### config.mk
export PLATFORM = sky130hd
export DESIGN_NAME = mwc_ram
export DESIGN_NICKNAME = d
export VERILOG_FILES = /design/src/rtl/mwc_ram.sv
export SDC_FILE = /design/constraint.sdc
export NUM_CORES = 1
export LEC_CHECK = 0
export ABC_AREA = 1
export ABC_CLOCK_PERIOD_IN_PS = 2800
export BUFFER_PORTS_ARGS = -buffer_cell sky130_fd_sc_hd__buf_4
export CAP_MARGIN = 15
export CORE_MARGIN = 8
export CORE_UTILIZATION = 60
export DETAILED_ROUTE_END_ITERATION = 7
export HOLD_SLACK_MARGIN = 0.08
export PLACE_DENSITY = 0.78
export SLEW_MARGIN = 20
export SYNTH_ARGS = -nofsm -noshare
export SYNTH_HDL_FRONTEND = slang
export SYNTH_SLANG_ARGS = --single-unit
### constraint.sdc
create_clock -name aclk -period 2.8 [get_ports aclk]
set_clock_uncertainty 0.1 [all_clocks]
set_input_delay 0.14 -clock aclk [delete_from_list [all_inputs] [get_ports aclk]]
set_output_delay 0.14 -clock aclk [all_outputs]
set_load 0.01 [all_outputs]
### src/rtl/mwc_ram.sv
// Generic single-clock RAM with one write port and one registered read port.
module mwc_ram #(
    parameter int WIDTH = 8,
    parameter int DEPTH = 16
) (
    input  logic                     aclk,
    input  logic                     we,
    input  logic [$clog2(DEPTH)-1:0] waddr,
    input  logic [WIDTH-1:0]         wdata,
    input  logic                     re,
    input  logic [$clog2(DEPTH)-1:0] raddr,
    output logic [WIDTH-1:0]         rdata
);

    logic [WIDTH-1:0] mem [DEPTH];

    // Write port.
    always_ff @(posedge aclk) begin
        if (we) begin
            mem[waddr] <= wdata;
        end
    end

    // Registered read; the data holds while no read is issued.
    always_ff @(posedge aclk) begin
        if (re) begin
            rdata <= mem[raddr];
        end
    end

endmodule
==> run metrics, run 1 <==
outcome complete, no violations; Post-CTS Setup Bufs 0; post-synthesis net count 570; HP Class in2reg; total CTS buffers 17; RSZ-0062 raised after global routing false; die area 13200 um2; Root Buffer clkbuf_8; CTS max path bufs 2; first-pass GRT wire length between 20000 and 25000 um; sequential area share after synthesis 0.698; top cells by area, synth edfxtp_1 70%, nand2_1 11%, nand3_1 8.3%, inv_1 6.4%, buf_6 1.2%; Mapped Cells 551; Fill cells 680; commonest non-fill, non-tap cell in the layout nand2_1; CTS sink cnt 136; Final Net Count 605; Post-Synthesis Cell Area 5850 um2; GP Congestion 0.847; ANT cells 0; Buffers & Inverters on Critical Path 4; grt ovf 0; routed length per instance 17.3 um; Yosys top cell by area edfxtp_1; Tmin final ~2.1 ns; Max Clock Freq about 0.48 GHz; via count 3938; crit end category flip-flop; 1st-pass router iterations 5; dpl cell area 6060 um2; Worst slew margin 0.493; Layout area overhead 13.5%; Post-DRT Antenna Nets 0; Crit path largest cell delay between 0.5 and 0.6 ns; Netlist cell types 11; Initial Util 0.609; Port-buffer cells 26; CP max stage cell dlygate4sd3_1; critical path type in2reg; Post-Syn Area per Cell 10.6 um2; clk slew on worst S/H paths 0.06 ns; yosys warns 0; CP cell instances dlygate4sd3_1, buf_4, inv_1, nand3_1, nand3_1, dlygate4sd3_1, nand2_1; post-DR vias/cell 5.41; max cap viols 0; most frequent cells in the layout 173 x nand2_1, 136 x edfxtp_1, 100 x inv_1; required time of the critical path 2.97 ns; Boundary Pins 27; layout cells sized above 1 0.0857; Worst-Skew Late Latency slightly above 0.5 ns; core area 9590 um2; design area 6640 um2; total global-route track usage 0.204; final slew viol count 0; initial antenna violation count 0; post-cts repair resize count 0; final hold slack between 0.15 and 0.2 ns; Slew @ Worst Pin 0.758 ns; crit share post-route 0.743; post-layout util 0.692; die height 115 um; pwr/cell area 659 nW/um2; startpoint types input pin; Max VDD drop roughly 380 uV; crit path DAT 2.25 ns; #FFs+latches synth ~140; post-cts hold buffer count 12; Remaining DRCs 0; final hold violation count 0; Rows 36; vias in the first global route 3819; Die W 115 um; delay-heaviest family, CP buffers and inverters; Total Wirelength ~13000 um; largest net degree at the start of global routing 65; Setup Viol. Count Final 0; Synth top area share 0.698; Setup TNS 0 ns; crit-path max FO 17; first-iteration detailed-routing DRC count 330; P_leak 2.84 nW; TritonCTS clock tree yes; HPWL Detailed just under 8000 um; H-tree Lvls 4
==> per-layer routing <==
layer,track usage,up-vias,wire [um]
met5,0,-,0
met4,0.0928,0,298
met3,0.0480,24,1080
met2,0.303,208,5750
met1,0.279,1859,5480
li1,-,1847,-
==> stage by stage <==
stage / power (mW) / std cells / worst slack [ns]
after floorplan: 2.51 / 551 / 1.61
after CTS: 4.38 / 728 / 0.805
after detailed placement: 2.63 / 688 / 1.04
after global routing: 4.50 / 728 / 0.652
after global placement: 2.61 / 688 / 1.07
final: 4.38 / 728 / 0.719
==> final timing paths <==
path                        startpoint             endpoint  slack (ns)  depth (start not counted)
setup / recovery              raddr[2]   rdata[0]$_DFFE_PP_        0.72                          7
hold / removal                      we  mem[3][4]$_DFFE_PP_        0.16                          3
setup reg to reg  mem[13][0]$_DFFE_PP_   rdata[0]$_DFFE_PP_        1.06                          7
hold reg to reg    mem[1][5]$_DFFE_PP_   rdata[5]$_DFFE_PP_        0.68                          6
==> cell usage after synthesis (all sizes together) <==
master / count
nand2: 173
edfxtp: 136
nor2: 17
buf: 24
nand3b: 2
nand3: 97
inv: 102
==> flip-flops by register name, summed over array words and instances, names as in the netlist <==
| register | cells |
|---|---|
| rdata | 8 |
| mem | 128 |
==> worst min-delay path: stages <==
cell,delay [ns]
buf_4,0.12
nand2_1,0.13
nor2_1,0.17
==> power by group <==
group	total [mW]	internal [mW]	switching, mW
clock network	1.77	1.04	0.734
registers	2.31	2.30	0.0125
logic	0.294	0.0942	0.200
==> area by class of cell <==
class	instances	area [um2]	area share
flip-flops and latches	136	4080	0.615
multi-input cells	289	1210	0.183
clock buffers	19	422	0.0635
inverters	102	383	0.0577
repair buffers	40	330	0.0498
well taps	133	166	0.0251
clock inverters	9	38.8	0.00584
==> logic make-up after synthesis <==
kind of cell	synth area share
buffers and inverters	0.0939
AND/OR/NAND/NOR	0.208
flip-flops	0.698
Note: power is estimated with default switching activity, not from simulation.
==> inputs of run 2 (changes only) <==
--- a/config.mk
+++ b/config.mk
@@ -6,14 +6,14 @@
 export NUM_CORES = 1
 export LEC_CHECK = 0
 export ABC_AREA = 1
-export ABC_CLOCK_PERIOD_IN_PS = 2800
+export ABC_CLOCK_PERIOD_IN_PS = 1900
 export BUFFER_PORTS_ARGS = -buffer_cell sky130_fd_sc_hd__buf_4
 export CAP_MARGIN = 15
 export CORE_MARGIN = 8
-export CORE_UTILIZATION = 60
+export CORE_UTILIZATION = 55
 export DETAILED_ROUTE_END_ITERATION = 7
 export HOLD_SLACK_MARGIN = 0.08
-export PLACE_DENSITY = 0.78
+export PLACE_DENSITY = 0.75
 export SLEW_MARGIN = 20
 export SYNTH_ARGS = -nofsm -noshare
 export SYNTH_HDL_FRONTEND = slang
==> constraint.sdc (replaced) <==
create_clock -name aclk -period 1.9 [get_ports aclk]
set_clock_uncertainty 0.1 [all_clocks]
set_input_delay 0.095 -clock aclk [delete_from_list [all_inputs] [get_ports aclk]]
set_output_delay 0.095 -clock aclk [all_outputs]
set_load 0.01 [all_outputs]
==> run metrics, run 2 (synthesis results as in run 1) <==
Biggest register mem (unchanged); final slew viol count 0 (unchanged); Worst slew margin 0.582 (was 0.493); Total Wirelength 12900 um (was 12600 um); Initial Util 0.566 (was 0.609); Rows 37 (was 36); final hold violation count 0 (unchanged); GP Congestion 0.958 (was 0.847); startpoint types input pin (unchanged); Layout area overhead 19.5% (was 13.5%); H-tree Lvls 4 (unchanged); largest net degree at the start of global routing 65 (unchanged); required time of the critical path 2.21 ns (was 2.97 ns); Remaining DRCs 0 (unchanged); max cap viols 0 (unchanged); HPWL Detailed 7610 um (was 7700 um); Final Total Pwr 7.22 mW (was 4.38 mW); Non-Filler Instances 756 (was 728); TritonCTS clock tree yes (unchanged); die height 119 um (was 115 um); final hold slack 0.0976 ns (was 0.159 ns); ANT cells 0 (unchanged); Tmin final 1.80 ns; CTS sink cnt 136 (unchanged); vias in the first global route 3905 (was 3819); Post-CTS Setup Bufs 0 (unchanged); Die W 119 um (was 115 um); P_leak 3.00 nW (was 2.84 nW); Port-buffer cells 26 (unchanged); critical path type in2reg (unchanged); first-iteration detailed-routing DRC count 459 (was 330); design area 6980 um2 (was 6640 um2); grt ovf 0 (unchanged); HP Class in2reg (unchanged); 1st-pass router iterations 5 (unchanged); post-DR vias/cell 5.20 (was 5.41); Regs by FF count mem x128, rdata x8 (unchanged); routed length per instance 17.0 um (was 17.3 um); total global-route track usage 0.191 (was 0.204); crit path DAT 2.11 ns (was 2.25 ns); Reg2Reg Setup Slack 0.17 ns (was 1.06 ns); RSZ-0062 raised after global routing false (unchanged); clk slew on worst S/H paths 0.06 ns (about the same); total CTS buffers 17 (unchanged); outcome complete, no violations (unchanged); Final Net Count 626 (was 605); dpl cell area 6200 um2 (was 6060 um2); crit-path max FO 17 (unchanged); Fill cells 750 (was 680); CTS max path bufs 2 (unchanged); layout cells sized above 1 0.131 (was 0.0857); crit end category flip-flop (unchanged); first-pass GRT wire length 20400 um (was 20100 um); Boundary Pins 27 (unchanged); Slew @ Worst Pin 0.626 ns (was 0.758 ns); crit share post-route 0.947; Post-DRT Antenna Nets 0 (unchanged); pwr/cell area 1030 nW/um2 (was 659 nW/um2); commonest non-fill, non-tap cell in the layout nand2_1 (unchanged); Setup TNS 0 ns (unchanged); via count 3931 (was 3938); Worst-Skew Late Latency 0.54 ns (was 0.51 ns); max reg flops 128 (unchanged); most frequent cells in the layout 173 x nand2_1, 136 x edfxtp_1, 99 x inv_1 (was 173 x nand2_1, 136 x edfxtp_1, 100 x inv_1); Root Buffer clkbuf_8 (unchanged); die area 14200 um2 (was 13200 um2); Max VDD drop 753 uV (was 382 uV); initial antenna violation count 0 (unchanged); Setup Viol. Count Final 0 (unchanged); Max Clock Freq 0.556 GHz; Cells after DPL 708 (was 688); core area 10300 um2 (was 9590 um2)
run 2: power breakdown:
group	internal (mW)	total, mW	switching (mW)
registers	3.38	3.40	0.0171
logic	0.155	0.454	0.299
clock network	2.13	3.37	1.23
total	5.67	7.22	1.55
run 2: worst max-delay path, cell delays in order:
cell           delay [ns]
dlygate4sd3_1        0.53
buf_4                0.24
clkinvlp_4           0.32
nand3_1              0.20
nand3_1              0.10
dlygate4sd3_1        0.57
nand2_1              0.06
run 2: layout make-up:
type                    count  area (um2)  area share
clock buffers              17         414      0.0593
clock inverters            15         203      0.0290
inverters                 102         387      0.0554
multi-input cells         289        1220       0.174
flip-flops and latches    136        4080       0.585
well taps                 136         170      0.0244
repair buffers             61         510      0.0731
run 2: repair_timing:
item / 4_1_cts / 5_1_grt
hold endpoints to repair: 168 / 0
hold buffers: 16 / 0
setup endpoints to repair: 0 / 9
gates resized for setup: 0 / 2
run 2: worst paths after layout:
check	from	endpoint	cells past startpoint
setup / recovery	raddr[2]	rdata[1]$_DFFE_PP_	7
hold / removal	waddr[1]	mem[3][1]$_DFFE_PP_	3
setup reg to reg	mem[15][1]$_DFFE_PP_	rdata[1]$_DFFE_PP_	7
hold reg to reg	mem[10][0]$_DFFE_PP_	rdata[0]$_DFFE_PP_	6
run 2: layer usage:
layer  GRT usage  wire [um]  up-vias
met3      0.0576       1010       33
met2       0.285       6070      166
met5           0          0        -
li1            -          -     1894
met4       0.106        396        0
met1       0.246       5390     1838
run 2: metrics by stage:
stage                     worst slack [ns]   util
final                                0.100  0.677
after global routing                0.0254  0.677
after CTS                           0.0456  0.676
after detailed placement             0.455  0.601
after global placement               0.495  0.601
after floorplan                      0.754      -
